File: src/sv/ptw_pkg.sv
`timescale 1ns / 1ps
// Shared types, codes and widths for the x86 page-table walker.
// No dependencies; every other file imports this package.
package ptw_pkg;

	// Implemented virtual address width in long mode; the bits above it must match its sign bit.
	localparam int CANON_BITS = 48;
	localparam int CANON_TOP_W = 65 - CANON_BITS;

	localparam int VADDR_W = 64;
	localparam int ENTRY_W = 64;
	localparam int PADDR_W = 52;
	localparam int LEFT_W = 23;
	localparam int CFG_W = 32;

	localparam logic [LEFT_W-1:0] SIZE_4K = LEFT_W'(32'h0000_1000);
	localparam logic [LEFT_W-1:0] SIZE_2M = LEFT_W'(32'h0020_0000);
	localparam logic [LEFT_W-1:0] SIZE_4M = LEFT_W'(32'h0040_0000);

	typedef enum logic {
		CMD_START = 1'b0,
		CMD_ENTRY = 1'b1
	} cmd_t;

	typedef enum logic {
		CFG_TABLE_ROOT = 1'b0,
		CFG_LONG_MODE  = 1'b1
	} cfg_index_t;

	typedef enum logic [1:0] {
		KIND_READ  = 2'd0,
		KIND_DONE  = 2'd1,
		KIND_FAULT = 2'd2
	} kind_t;

	typedef enum logic [1:0] {
		CAUSE_NONE   = 2'd0,
		CAUSE_RANGE  = 2'd1,
		CAUSE_ABSENT = 2'd2,
		CAUSE_DATA   = 2'd3
	} cause_t;

	// Walk position: which entry the block waits for.
	typedef enum logic [2:0] {
		LVL_IDLE = 3'd0,
		LVL_PT64 = 3'd1,
		LVL_PD64 = 3'd2,
		LVL_PDPT = 3'd3,
		LVL_PML4 = 3'd4,
		LVL_PT32 = 3'd5,
		LVL_PD32 = 3'd6
	} level_t;

	typedef struct packed {
		cmd_t               command;
		logic [VADDR_W-1:0] vaddr;
		logic [ENTRY_W-1:0] entry_data;
	} in_word_t;

	typedef struct packed {
		kind_t              kind;
		logic [PADDR_W-1:0] read_address;
		logic               entry_wide;
		logic [PADDR_W-1:0] page_address;
		logic [LEFT_W-1:0]  bytes_left;
		logic               large_page;
		cause_t             fault_cause;
	} out_word_t;

	typedef struct packed {
		level_t             level;
		logic [VADDR_W-1:0] vaddr;
	} walk_state_t;

endpackage

File: src/sv/ptw_req_if.sv
`timescale 1ns / 1ps
// Request channel of the walker: start commands and returned entries.
// Depends on ptw_pkg for field widths.
interface ptw_req_if;
	import ptw_pkg::*;

	logic               valid;
	logic               ready;
	logic               command;
	logic [VADDR_W-1:0] vaddr;
	logic [ENTRY_W-1:0] entry_data;

	modport source (output valid, command, vaddr, entry_data, input ready);
	modport sink (input valid, command, vaddr, entry_data, output ready);

endinterface

File: src/sv/ptw_rsp_if.sv
`timescale 1ns / 1ps
// Result channel of the walker: read requests, translations and faults.
// Depends on ptw_pkg for field widths.
interface ptw_rsp_if;
	import ptw_pkg::*;

	logic               valid;
	logic               ready;
	logic [1:0]         kind;
	logic [PADDR_W-1:0] read_address;
	logic               entry_wide;
	logic [PADDR_W-1:0] page_address;
	logic [LEFT_W-1:0]  bytes_left;
	logic               large_page;
	logic [1:0]         fault_cause;

	modport source (output valid, kind, read_address, entry_wide, page_address,
		bytes_left, large_page, fault_cause, input ready);
	modport sink (input valid, kind, read_address, entry_wide, page_address,
		bytes_left, large_page, fault_cause, output ready);

endinterface

File: src/sv/ptw_step.sv
`timescale 1ns / 1ps
// One walk step: decodes a word against the walk state, builds the result
// word and the next walk state. Depends on ptw_pkg.
module ptw_step (
	input  ptw_pkg::in_word_t    word,
	input  ptw_pkg::walk_state_t cur,
	input  logic [31:0]          table_root,
	input  logic                 long_mode,
	output ptw_pkg::out_word_t   res,
	output ptw_pkg::walk_state_t nxt
);
	import ptw_pkg::*;

	logic [VADDR_W-1:0]     v;
	logic [ENTRY_W-1:0]     e;
	logic [PADDR_W-1:0]     root;
	logic [PADDR_W-1:0]     tbl64;
	logic [PADDR_W-1:0]     big64;
	logic [PADDR_W-1:0]     tbl32;
	logic [PADDR_W-1:0]     big32;
	logic [CANON_TOP_W-1:0] top;
	logic                   present;
	logic                   large64;
	logic                   present32;
	logic                   large32;

	// A start command translates its own address; entries use the saved one.
	assign v = (word.command == CMD_START) ? word.vaddr : cur.vaddr;
	assign e = word.entry_data;
	assign top = v[VADDR_W-1:CANON_BITS-1];

	assign root  = {20'b0, table_root[31:12], 12'b0};
	assign tbl64 = {e[51:12], 12'b0};
	assign big64 = {e[51:21], 21'b0};
	assign tbl32 = {20'b0, e[31:12], 12'b0};
	assign big32 = {20'b0, e[31:22], 22'b0};

	assign present   = e[0];
	assign large64   = e[7];
	assign present32 = e[0];
	assign large32   = e[7];

	always_comb begin
		res = '0;
		res.kind = KIND_READ;
		res.fault_cause = CAUSE_NONE;
		nxt.vaddr = v;
		nxt.level = LVL_IDLE;

		if (word.command == CMD_START) begin
			if (long_mode) begin
				if (top != '0 && top != '1) begin
					res.kind = KIND_FAULT;
					res.fault_cause = CAUSE_RANGE;
				end else begin
					res.read_address = root + {40'b0, v[47:39], 3'b0};
					res.entry_wide = 1'b1;
					nxt.level = LVL_PML4;
				end
			end else begin
				if (v[63:32] != '0) begin
					res.kind = KIND_FAULT;
					res.fault_cause = CAUSE_RANGE;
				end else begin
					res.read_address = root + {40'b0, v[31:22], 2'b0};
					nxt.level = LVL_PD32;
				end
			end
		end else begin
			unique case (cur.level)
				LVL_PML4, LVL_PDPT, LVL_PD64, LVL_PT64, LVL_PD32, LVL_PT32: begin
					if (!present) begin
						res.kind = KIND_FAULT;
						res.fault_cause = CAUSE_ABSENT;
					end else begin
						unique case (cur.level)
							LVL_PML4: begin
								res.read_address = tbl64 + {40'b0, v[38:30], 3'b0};
								res.entry_wide = 1'b1;
								nxt.level = LVL_PDPT;
							end
							LVL_PDPT: begin
								res.read_address = tbl64 + {40'b0, v[29:21], 3'b0};
								res.entry_wide = 1'b1;
								nxt.level = LVL_PD64;
							end
							LVL_PD64: begin
								if (large64) begin
									res.kind = KIND_DONE;
									res.page_address = big64 + {31'b0, v[20:0]};
									res.bytes_left = SIZE_2M - {2'b0, v[20:0]};
									res.large_page = 1'b1;
								end else begin
									res.read_address = tbl64 + {40'b0, v[20:12], 3'b0};
									res.entry_wide = 1'b1;
									nxt.level = LVL_PT64;
								end
							end
							LVL_PT64: begin
								res.kind = KIND_DONE;
								res.page_address = tbl64 + {40'b0, v[11:0]};
								res.bytes_left = SIZE_4K - {11'b0, v[11:0]};
							end
							LVL_PD32: begin
								if (large32) begin
									res.kind = KIND_DONE;
									res.page_address = big32 + {30'b0, v[21:0]};
									res.bytes_left = SIZE_4M - {1'b0, v[21:0]};
									res.large_page = 1'b1;
								end else begin
									res.read_address = tbl32 + {40'b0, v[21:12], 2'b0};
									nxt.level = LVL_PT32;
								end
							end
							default: begin
								res.kind = KIND_DONE;
								res.page_address = tbl32 + {40'b0, v[11:0]};
								res.bytes_left = SIZE_4K - {11'b0, v[11:0]};
							end
						endcase
					end
				end
				default: begin
					res.kind = KIND_FAULT;
					res.fault_cause = CAUSE_DATA;
				end
			endcase
		end
	end

endmodule

File: src/sv/x86_page_table_walker.sv
`timescale 1ns / 1ps
// Top level of the x86 page-table walker: input register, walk state,
// result register and configuration. Depends on ptw_pkg, ptw_req_if,
// ptw_rsp_if and ptw_step.
//
//   channel  dir  words carried
//   -------  ---  -------------------------------------------------------
//   req      in   start command with vaddr, or returned entry_data
//   rsp      out  entry read request, translation done, or fault
//   cfg      in   write-only register port (table_root, long_mode)
//
// One word per cycle sustained while rsp is ready; a result is presented once its
// request word has passed the input register, then the result register.
// The walk state updates as a word moves from the input register into the
// result register, so the next word decodes against the updated state.
// Reset clears the walk to idle, the saved address and both config registers.
// A stalled result holds in the result register; the input register keeps
// taking words whenever it empties or advances in the same cycle.
module x86_page_table_walker (
	input  logic                          clk,
	input  logic                          arst_n,
	ptw_req_if.sink                       req,
	ptw_rsp_if.source                     rsp,
	input  logic                          cfg_we,
	input  ptw_pkg::cfg_index_t           cfg_index,
	input  logic [ptw_pkg::CFG_W-1:0]     cfg_data
);
	import ptw_pkg::*;

	logic        valid_s1;
	in_word_t    word_s1;
	logic        rsp_valid_q;
	out_word_t   rsp_word_q;
	walk_state_t walk_q;
	logic [31:0] table_root_q;
	logic        long_mode_q;

	out_word_t   step_res;
	walk_state_t step_nxt;
	logic        advance;
	logic        take;

	// Advance the input word when the result register is empty or draining.
	assign advance = valid_s1 && (!rsp_valid_q || rsp.ready);
	assign req.ready = !valid_s1 || advance;
	assign take = req.valid && req.ready;

	ptw_step u_step (
		.word       (word_s1),
		.cur        (walk_q),
		.table_root (table_root_q),
		.long_mode  (long_mode_q),
		.res        (step_res),
		.nxt        (step_nxt)
	);

	// Input register: payload needs no reset.
	always_ff @(posedge clk or negedge arst_n) begin
		if (!arst_n) begin
			valid_s1 <= 1'b0;
		end else if (take) begin
			valid_s1 <= 1'b1;
		end else if (advance) begin
			valid_s1 <= 1'b0;
		end
	end

	always_ff @(posedge clk) begin
		if (take) begin
			word_s1.command    <= cmd_t'(req.command);
			word_s1.vaddr      <= req.vaddr;
			word_s1.entry_data <= req.entry_data;
		end
	end

	// Result register and walk state move together.
	always_ff @(posedge clk or negedge arst_n) begin
		if (!arst_n) begin
			rsp_valid_q <= 1'b0;
			walk_q <= '{level: LVL_IDLE, vaddr: '0};
		end else if (advance) begin
			rsp_valid_q <= 1'b1;
			walk_q <= step_nxt;
		end else if (rsp.ready) begin
			rsp_valid_q <= 1'b0;
		end
	end

	always_ff @(posedge clk) begin
		if (advance) begin
			rsp_word_q <= step_res;
		end
	end

	// Configuration writes must arrive only while the walker is idle; the block does not enforce it.
	always_ff @(posedge clk or negedge arst_n) begin
		if (!arst_n) begin
			table_root_q <= '0;
			long_mode_q <= 1'b0;
		end else if (cfg_we) begin
			unique case (cfg_index)
				CFG_TABLE_ROOT: table_root_q <= cfg_data;
				CFG_LONG_MODE:  long_mode_q <= cfg_data[0];
				default:        long_mode_q <= long_mode_q;
			endcase
		end
	end

	assign rsp.valid        = rsp_valid_q;
	assign rsp.kind         = rsp_word_q.kind;
	assign rsp.read_address = rsp_word_q.read_address;
	assign rsp.entry_wide   = rsp_word_q.entry_wide;
	assign rsp.page_address = rsp_word_q.page_address;
	assign rsp.bytes_left   = rsp_word_q.bytes_left;
	assign rsp.large_page   = rsp_word_q.large_page;
	assign rsp.fault_cause  = rsp_word_q.fault_cause;

endmodule
File: src/flat_wrapper.sv
// flat-port wrapper written by rule: the top's interface ports become plain ports
module x86_page_table_walker_flat import ptw_pkg::*;
  (clk, arst_n, cfg_we, cfg_index, cfg_data, req_valid, req_command, req_vaddr, req_entry_data, req_ready, rsp_valid, rsp_kind, rsp_read_address, rsp_entry_wide, rsp_page_address, rsp_bytes_left, rsp_large_page, rsp_fault_cause, rsp_ready);
  ptw_req_if req_i ();
  ptw_rsp_if rsp_i ();
  input  logic clk;
  input  logic arst_n;
  input  logic cfg_we;
  input  ptw_pkg::cfg_index_t cfg_index;
  input  logic [ptw_pkg::CFG_W-1:0] cfg_data;
  input wire logic [$bits(req_i.valid)-1:0] req_valid;
  input wire logic [$bits(req_i.command)-1:0] req_command;
  input wire logic [$bits(req_i.vaddr)-1:0] req_vaddr;
  input wire logic [$bits(req_i.entry_data)-1:0] req_entry_data;
  output wire logic [$bits(req_i.ready)-1:0] req_ready;
  output wire logic [$bits(rsp_i.valid)-1:0] rsp_valid;
  output wire logic [$bits(rsp_i.kind)-1:0] rsp_kind;
  output wire logic [$bits(rsp_i.read_address)-1:0] rsp_read_address;
  output wire logic [$bits(rsp_i.entry_wide)-1:0] rsp_entry_wide;
  output wire logic [$bits(rsp_i.page_address)-1:0] rsp_page_address;
  output wire logic [$bits(rsp_i.bytes_left)-1:0] rsp_bytes_left;
  output wire logic [$bits(rsp_i.large_page)-1:0] rsp_large_page;
  output wire logic [$bits(rsp_i.fault_cause)-1:0] rsp_fault_cause;
  input wire logic [$bits(rsp_i.ready)-1:0] rsp_ready;
  assign req_i.valid = req_valid;
  assign req_i.command = req_command;
  assign req_i.vaddr = req_vaddr;
  assign req_i.entry_data = req_entry_data;
  assign req_ready = req_i.ready;
  assign rsp_valid = rsp_i.valid;
  assign rsp_kind = rsp_i.kind;
  assign rsp_read_address = rsp_i.read_address;
  assign rsp_entry_wide = rsp_i.entry_wide;
  assign rsp_page_address = rsp_i.page_address;
  assign rsp_bytes_left = rsp_i.bytes_left;
  assign rsp_large_page = rsp_i.large_page;
  assign rsp_fault_cause = rsp_i.fault_cause;
  assign rsp_i.ready = rsp_ready;
  x86_page_table_walker u_core (.clk(clk), .arst_n(arst_n), .req(req_i), .rsp(rsp_i), .cfg_we(cfg_we), .cfg_index(cfg_index), .cfg_data(cfg_data));
endmodule
File: config.mk
export PLATFORM = sky130hd
export DESIGN_NAME = x86_page_table_walker_flat
export DESIGN_NICKNAME = d
export VERILOG_FILES = /design/src/sv/ptw_pkg.sv /design/src/sv/ptw_req_if.sv /design/src/sv/ptw_rsp_if.sv /design/src/sv/ptw_step.sv /design/src/sv/x86_page_table_walker.sv /design/src/flat_wrapper.sv
export SDC_FILE = /design/constraint.sdc
export NUM_CORES = 1
export LEC_CHECK = 0
export ABC_AREA = 1
export ABC_CLOCK_PERIOD_IN_PS = 5900
export BUFFER_PORTS_ARGS = -buffer_cell sky130_fd_sc_hd__buf_2
export CORE_ASPECT_RATIO = 0.7
export CORE_MARGIN = 2
export CORE_UTILIZATION = 54
export DETAILED_ROUTE_END_ITERATION = 6
export PLACE_DENSITY = 0.8
export SLEW_MARGIN = 15
export SYNTH_ARGS = -nofsm -noshare
export SYNTH_HDL_FRONTEND = slang
export SYNTH_SLANG_ARGS = --single-unit
File: constraint.sdc
create_clock -name clk -period 5.9 [get_ports clk]
set_input_delay 1.18 -clock clk [delete_from_list [all_inputs] [get_ports clk]]
set_output_delay 1.18 -clock clk [all_outputs]
set_load 0.03 [all_outputs]
==> impl_metrics.csv, run 1 <==
group,metric,value,unit
critical_path,critPathKind,"register to register",
placed_design,dp_hpwl,22.5,mm
critical_path,max_stage_delay,950,ps
clock_tree,cts_tree,"yes",
die,dieWidth,195,um
finish,layout_commonest_cell,"nand2_1",
grt,grt_max_degree,98,
grt,track_usage,25.0,%
die,coreArea,24800,um2
placed_design,place_congestion,0.922,
critical_path,r2r-start,"u_core.walk_q[64]",
grt,grt_pass1_wl,51.7,mm
die,io_pins,302,
pwr,ir_drop,297,uV
synth,ys_seq_area_share,68.2,%
timing,setup_tns,0,ps
pwr,total_power,6430,uW
finish,final_cell_mix,"nand2_1 (286), buf_2 (265), edfxtp_1 (237)",
routing,vias_per_cell,5.45,
clock_tree,hold_buffers,0,
run,drv_cap,0,
outcome,outcome,"finished clean",
critical_path,endpoint_kind,"register",
timing,fmax,294,MHz
grt,grt_pass1_vias,9665,
timing,finalCritPeriodShare,57.6,%
finish,n_fill_cell,1894,
critical_path,slowest_stage,"nand2_1",
die,placementRows,48,
timing,timing_worst_slew_pin_value,1200,ps
critical_path,cp_data_arrival_time,3710,ps
worst_hold_path,hold_end,"u_core.walk_q[6]",
clock_tree,cts.clk_slew.worst_paths,60,ps
clock_tree,post_cts_buffers,0,
timing,rsz0062_at_grt,"no",
routing,dr.first_iter.drc_count,832,
critical_path,path_cells,"inv_1 -> nor3_1 -> nor2_1 -> nand2_1 -> inv_1 -> o21ai_0 -> a21oi_1",
critical_path,crit_required,6210,ps
synth,synth_area_per_cell,11.1,um2
timing,setup_viol,0,
clock_tree,cts_buffer_depth,3,
critical_path,reg2reg_depth,7,
worst_hold_path,min_path_cells,2,
timing,skew,12.7,ps
clock_tree,clk_latency,570,ps
clock_tree,cts_buffers,31,
finish,layout-drive-gt1-share,25.6,%
pwr,p_per_area,396,nW/um2
routing,wirelength,33.6,mm
placed_design,portBuffers,266,
synth,synthCells,1243,
placed_design,place_area,15200,um2
critical_path,crit_top_cell,"inv_1",
clock_tree,cts-root-buf,"clkbuf_16",
critical_path,critPathLaunchType,"register",
worst_hold_path,min_from,"u_core.walk_q[6]",
critical_path,r2r_setup_slack,2500,ps
critical_path,r2r-end,"u_core.rsp.bytes_left[7]",
timing,relSlewSlack,20.1,%
synth,ys_warn_count,0,
finish,fin_nets,1662,
die,dieHeight,137,um
critical_path,crit_fanout,30,
clock_tree,cts.sink_count,327,
clock_tree,cts-resized-gates,0,
routing,num_vias,10100,
timing,finalHoldWorstSlack,485,ps
finish,syn2layout_area_growth,18.2,%
routing,wl_per_cell,18.2,um
die,initial_core_util,55.4,%
routing,first_pass_iters,5,
routing,drc_errors,0,
clock_tree,h-tree-depth,1,
synth,yosys_register_bits,327,
timing,maxSlewViolCount,0,
finish,fin_area,16200,um2
worst_hold_path,hp-class,"register to register",
grt,grt_overflow,0,
timing,hold_violations,0,
critical_path,startpoint,"u_core.walk_q[64]",
synth,yosysUniqueCellTypes,42,
die,dieArea,26800,um2
routing,ant_nets,0,
synth,syn_area,13700,um2
timing,min_period,3400,ps
pwr,leakage,0.00702,uW
grt,grt_antenna_before_repair,5,
[Yosys cell counts, drive strengths merged]
library cell / instances / area, um2
xnor2: 1 / 8.76
a22oi: 7 / 52.6
clkinv: 1 / 3.75
nor2: 123 / 489
o32ai: 1 / 8.76
a31oi: 11 / 68.8
dfrtp: 90 / 2250
nor4: 1 / 6.26
nor3: 48 / 245
xor2: 7 / 61.3
mux2: 20 / 225
inv: 118 / 445
o2bb2ai: 1 / 8.76
clkbuf: 24 / 90.1
edfxtp: 237 / 7120
o22ai: 3 / 18.8
nand4: 27 / 169
o21ai: 122 / 686
nand3: 40 / 200
nand2: 290 / 1100
conb: 1 / 3.75
o221ai: 7 / 61.3
mux2i: 1 / 13.8
o21a: 2 / 15.0
a21oi: 10 / 50.1
or2: 13 / 81.3
and2: 2 / 12.5
ha: 1 / 12.5
buf: 34 / 238
[power breakdown]
group	switching (uW)	internal [uW]	total, uW	leakage, uW
logic	1070	383	1450	0.00313
registers	159	2900	3060	0.00342
clock network	831	1090	1920	0.000474
total	2060	4370	6430	0.00702
[metrics by stage]
| stage | std cells | utilization, % | worst slack (ps) |
|---|---|---|---|
| after global placement | 1786 | 61.5 | 2420 |
| after floorplan | 1244 | - | 25.7 |
| after global routing | 1845 | 65.4 | 2200 |
| final | 1848 | 65.5 | 2500 |
| after CTS | 1844 | 65.4 | 2580 |
| after detailed placement | 1786 | 61.5 | 2360 |
[metal layers]
metal / vias to the layer above / track usage [%] / part of all wire, %
li1: 4725 / - / -
met1: 4828 / 34.7 / 42
met2: 448 / 39.3 / 46
met3: 69 / 6.27 / 9.1
met4: 4 / 7.99 / 2.8
met5: - / 0 / 0.083
[flip-flops by register name (all words and copies together) (netlist names)]
register,cells
u_core.rsp.kind,2
u_core.long_mode_q,1
u_core.rsp.page_address,51
u_core.walk_q,67
u_core.rsp.read_address,50
u_core.rsp.fault_cause,2
u_core.rsp.entry_wide,1
u_core.rsp.bytes_left,23
u_core.valid_s1,1
u_core.table_root_q,20
u_core.rsp.valid,1
u_core.rsp.large_page,1
u_core.word_s1,107
[area by class of cell]
type                       instances  area, um2  share of cell area [%]
antenna                            4       10.0                  0.0616
clock buffer                      46        852                    5.25
clock inverter                    12        119                   0.732
inverter                         119        457                    2.81
multi-input combinational        740       3620                    22.3
sequential                       327       9370                    57.7
tap                              325        407                    2.50
timing repair buffer             275       1400                    8.63
[critical path: cells and delay by family, from the launching register on]
kind	cells	cell delay, ps
compound gates	2	250
flops	1	400
buf+inv	2	420
simple gates	3	2060
[worst max-delay path by stage]
stage,to,cells past startpoint
global placement,u_core.rsp.page_address[46],7
global route,u_core.rsp.bytes_left[7],7
finish,u_core.rsp.bytes_left[7],7
floorplan,u_core.walk_q[25],7
detailed placement,u_core.walk_q[29],9
CTS,u_core.rsp.kind[1],14
[kinds of logic (layout without fill, tap and decap cells)]
logic type                 Yosys count  in the layout  share of synthesized area, %
and+or+nand+nor                    544            544                          16.7
AOI/OAI and AO/OA                  164            164                          7.06
other                                1              6                        0.0273
xor gates and xnor gates             8              8                         0.510
buffers and inverters              177            452                          5.65
DFF                                327            327                          68.2
adders and majority gates            1              1                        0.0910
muxes                               21             21                          1.74
(Power assumes the default switching activity.)
==> inputs of run 2 (changes only) <==
ABC_CLOCK_PERIOD_IN_PS = 3300   (was 5900)
clock period = 3.3 ns   (was 5.9 ns; I/O delays follow)
==> impl_metrics.csv, run 2 (synthesis results as in run 1) <==
group,metric,value,unit
placed_design,portBuffers,266,
placed_design,place_congestion,0.911,
critical_path,slowest_stage,"edfxtp_1",
die,coreArea,24800,um2
clock_tree,cts_tree,"yes",
die,io_pins,302,
die,placementRows,48,
grt,grt_busiest_layer,"met2",
grt,met1_usage,35.8,%
placed_design,place_area,15400,um2
pwr,ir_drop,457,uV
timing,timing_worst_slew_pin_value,993,ps
die,dieWidth,195,um
clock_tree,h-tree-depth,1,
die,initial_core_util,55.4,%
finish,layout-drive-gt1-share,26.0,%
finish,final_cells,1855,
pwr,p_per_area,709,nW/um2
clock_tree,clk_latency,560,ps
clock_tree,post_cts_buffers,0,
finish,n_fill_cell,1869,
die,dieArea,26800,um2
grt,grt_max_degree,91,
clock_tree,hold_buffers,0,
pwr,leakage,0.00711,uW
critical_path,path_cells,"inv_4 -> buf_4 -> nand2_1 -> o21ai_1 -> inv_2 -> nand2_1 -> nor2_1 -> nand2_1 -> nor2_1 -> nand2_1 -> nand2_2 -> nand4_1 -> nand2_1",
grt,grt_pass1_wl,51.3,mm
critical_path,critPathKind,"register to register",
timing,finalCritPeriodShare,85.1,%
routing,wl_per_cell,17.9,um
routing,ant_nets,0,
clock_tree,cts_buffer_depth,3,
routing,vias_per_cell,5.40,
critical_path,crit_top_cell,"nand2_1",
grt,grtUsageMet3,5.70,%
finish,fin_area,16400,um2
critical_path,crit_fanout,47,
critical_path,max_stage_delay,470,ps
grt,grt_overflow,0,
clock_tree,cts-resized-gates,0,
timing,min_period,2810,ps
clock_tree,cts.clk_slew.worst_paths,60,ps
routing,drc_errors,0,
grt,track_usage,24.7,%
clock_tree,cts_buffers,30,
timing,setup_viol,0,
finish,layout_commonest_cell,"nand2_1",
finish,regMostFlops,"u_core.word_s1",
timing,fmax,356,MHz
routing,dr.first_iter.drc_count,921,
finish,fin_nets,1672,
timing,setup_tns,0,ps
critical_path,cp_data_arrival_time,3120,ps
clock_tree,cts.sink_count,327,
run,drv_cap,0,
critical_path,critPathLaunchType,"register",
placed_design,dp_hpwl,22.8,mm
routing,wirelength,33.3,mm
worst_hold_path,hp-class,"primary input to async pin",
timing,hold_violations,0,
routing,first_pass_iters,7,
timing,fin_ws,492,ps
timing,skew,13.8,ps
finish,largest_register_ff_count,107,
critical_path,crit_required,3610,ps
timing,relSlewSlack,33.8,%
die,dieHeight,137,um
grt,grt_use_met2,38.1,%
routing,num_vias,10000,
outcome,outcome,"finished clean",
timing,rsz0062_at_grt,"no",
critical_path,endpoint_kind,"register",
finish,final_cell_mix,"nand2_1 (286), buf_2 (265), edfxtp_1 (237)",
finish,syn2layout_area_growth,19.4,%
placed_design,dp.cells,1797,
grt,grt_antenna_before_repair,4,
placed_design,pre_cts_ws,529,ps
clock_tree,cts-root-buf,"clkbuf_16",
grt,grt_pass1_vias,9446,
finish,post-route-util,66.1,%
timing,maxSlewViolCount,0,
run 2: changes by cell type in the layout (fill, tap and decap cells not counted), moves of 2 or more:
cell,previous run,this run
diode_2,4,2
clkinv_1,2,4
inv_6,3,1
buf_12,0,5
buf_4,10,16
clkinv_2,6,4
bufinv_16,2,4
clkbuf_1,13,11
run 2: area by class of cell:
| class | count | area (um2) | area share [%] |
|---|---|---|---|
| Tap cell | 325 | 407 | 2.48 |
| Inverter | 119 | 458 | 2.79 |
| Clock inverter | 12 | 159 | 0.969 |
| Multi-Input combinational cell | 740 | 3610 | 22.0 |
| Antenna cell | 2 | 5.00 | 0.0305 |
| Sequential cell | 327 | 9370 | 57.1 |
| Timing Repair Buffer | 286 | 1550 | 9.43 |
| Clock buffer | 44 | 845 | 5.15 |
run 2: metal layers:
layer  routed length (um)  vias to the layer above
met3                 3250                       62
li1                     -                     4748
met1                14300                     4741
met5                   29                        -
met2                15000                      465
met4                  707                        4
run 2: where the power goes:
| part | internal, uW | switching [uW] |
|---|---|---|
| registers | 5170 | 283 |
| logic | 721 | 1900 |
| clock network | 2080 | 1480 |
run 2: final timing paths:
check	end	slack, ps	depth (start not counted)	start
min	u_core.walk_q[32]	140	2	arst_n
max in group asynchronous	u_core.table_root_q[31]	2730	2	arst_n
max	u_core.rsp.read_address[27]	490	13	u_core.word_s1[128]
min in group clk	u_core.word_s1[25]	270	1	req_entry_data[25]
max reg2reg	u_core.rsp.read_address[27]	490	13	u_core.word_s1[128]
min reg2reg	u_core.walk_q[13]	480	2	u_core.walk_q[13]
run 2: critical path: cells and delay by family (launching register included):
family / cells / cell delay [ps]
buf+inv: 3 / 810
compound gates: 1 / 220
flops: 1 / 470
simple gates: 9 / 1020
run 2: per-stage QoR:
| stage | total power [uW] | hold slack (ps) |
|---|---|---|
| 5_1_grt | 12200 | 190 |
| 6_report | 11600 | 137 |
| 3_5_place_dp | 8140 | 466 |
| 3_3_place_gp | 8040 | 460 |
| 4_1_cts | 11700 | 168 |
| 2_1_floorplan | 7300 | 364 |
==> inputs of run 3 (changes only) <==
CORE_UTILIZATION = 56   (was 54)
PLACE_DENSITY = 0.82   (was 0.8)
SYNTH_HIERARCHICAL = 1   (was unset)
==> impl_metrics.csv, run 3 <==
group,metric,value,unit
outcome,outcome,"finished clean",
placed_design,place_congestion,0.986,
finish,final_cell_mix,"nand2_1 (441), buf_2 (267), edfxtp_1 (240)",
synth,ys_warn_count,6,
run,drv_cap,0,
synth,syn_area,14500,um2
die,dieWidth,196,um
critical_path,cp_data_arrival_time,3060,ps
critical_path,endpoint_kind,"register",
clock_tree,cts-root-buf,"clkbuf_16",
finish,post-route-util,67.3,%
finish,top_regs,"u_core/word_s1 x107, u_core/walk_q x67",
timing,skew,11.2,ps
grt,grt_pass1_vias,10900,
finish,fin_area,17200,um2
finish,n_fill_cell,1972,
routing,wirelength,38.7,mm
grt,grt_overflow,0,
critical_path,crit_required,3620,ps
grt,grt_pass1_wl,59.6,mm
finish,syn2layout_area_growth,18.4,%
pwr,clkPwrFrac,31.8,%
pwr,internal_power,7700,uW
critical_path,critPathKind,"register to register",
die,coreArea,25600,um2
timing,fmax,366,MHz
clock_tree,post_cts_buffers,0,
finish,fin_nets,1896,
clock_tree,cts_buffer_depth,3,
grt,grt_antenna_before_repair,1,
pwr,power_frac_comb,19.6,%
pwr,switching_share,30.9,%
finish,regMostFlops,"u_core/word_s1",
pwr,ir_drop,500,uV
clock_tree,h-tree-depth,1,
critical_path,r2r-start,"u_core/word_s1[128]",
routing,dr.first_iter.drc_count,1177,
finish,layout-drive-gt1-share,21.5,%
clock_tree,cts.clk_slew.worst_paths,60,ps
routing,first_pass_iters,6,
routing,num_vias,11700,
finish,layout_commonest_cell,"nand2_1",
pwr,p_sw,3440,uW
timing,maxSlewViolCount,0,
clock_tree,cts_tree,"yes",
timing,rsz0062_at_grt,"no",
worst_hold_path,hp-class,"primary input to async pin",
clock_tree,hold_buffers,0,
die,io_pins,302,
placed_design,place_area,16200,um2
routing,ant_nets,0,
critical_path,crit_fanout,75,
placed_design,dp_hpwl,25.9,mm
routing,vias_per_cell,5.60,
pwr,seqPwrFrac,48.7,%
die,dieHeight,139,um
die,dieArea,27200,um2
pwr,p_per_area,648,nW/um2
clock_tree,cts.sink_count,330,
timing,timing_worst_slew_pin_value,846,ps
die,initial_core_util,56.8,%
timing,relSlewSlack,43.5,%
timing,hold_violations,0,
finish,largest_register_ff_count,107,
timing,min_period,2730,ps
critical_path,critPathLaunchType,"register",
routing,wl_per_cell,18.5,um
timing,setup_viol,0,
grt,grt_max_degree,108,
synth,synthCells,1475,
critical_path,startpoint,"u_core/word_s1[128]",
pwr,leakage,0.00804,uW
routing,drc_errors,0,
grt,track_usage,28.1,%
clock_tree,clk_latency,570,ps
placed_design,portBuffers,268,
die,placementRows,49,
clock_tree,cts-resized-gates,0,
clock_tree,cts_buffers,31,
timing,finalCritPeriodShare,82.8,%
synth,synth_area_per_cell,9.84,um2
==> run 3: final timing paths <==
path                                                end  slack [ps]  depth (start not counted)
worst min-delay path                  u_core/walk_q[40]         140                          1
worst max register to register       u_core/rsp.kind[1]         570                         14
max in group asynchronous       u_core/table_root_q[13]        2490                          2
min in group clk                    u_core/word_s1[104]         260                          1
worst min register to register        u_core/walk_q[18]         470                          2
worst max-delay path                 u_core/rsp.kind[1]         570                         14
==> run 3: area by class of cell <==
class | count | area [um2] | area share, %
sequential | 330 | 9460 | 55.0
multi-input combinational | 895 | 4000 | 23.2
timing repair buffer | 294 | 1640 | 9.53
clock buffer | 40 | 820 | 4.77
inverter | 176 | 686 | 3.99
tap | 331 | 414 | 2.41
clock inverter | 17 | 176 | 1.03
antenna | 1 | 2.50 | 0.0146
==> run 3: routing by layer <==
metal | vias up | GRT usage [%] | share of wire [%] | wire [um]
met5 | - | 0 | 0 | 0
met4 | 0 | 8.45 | 2.9 | 1130
met3 | 88 | 6.57 | 11 | 4090
met2 | 699 | 42.8 | 45 | 17200
met1 | 5521 | 40.6 | 42 | 16200
li1 | 5368 | - | - | -
==> run 3: worst max-delay path, cell delays in order, from the launching register on <==
cell and delay, ps:
edfxtp_1 570, clkinv_2 140, buf_12 270, nand2_1 100, nand2_1 170, nand2_1 80
nor2_1 100, nand2_1 60, nor2_1 220, nand2_1 160, nand2_1 90, buf_4 260
nand2_1 90, nand2_1 100, nand2_1 60
==> run 3: metrics by stage <==
step	hold slack (ps)	power, uW	TNS, ps	std cells	worst slack, ps
final	144	11100	0	2084	568
after global routing	189	11600	0	2083	401
after CTS	181	11200	0	2083	598
after detailed placement	452	7640	0	2026	625
after global placement	446	7540	0	2026	697
after floorplan	364	6920	-18100	1476	-136
==> run 3: power by group through the flow <==
stage	clock network (uW)	logic [uW]	registers, uW
global placement	0	2080	5460
floorplan	0	1140	5790
finish	3540	2180	5420
CTS	3600	2160	5420
detailed placement	0	2150	5490
global route	3750	2380	5470
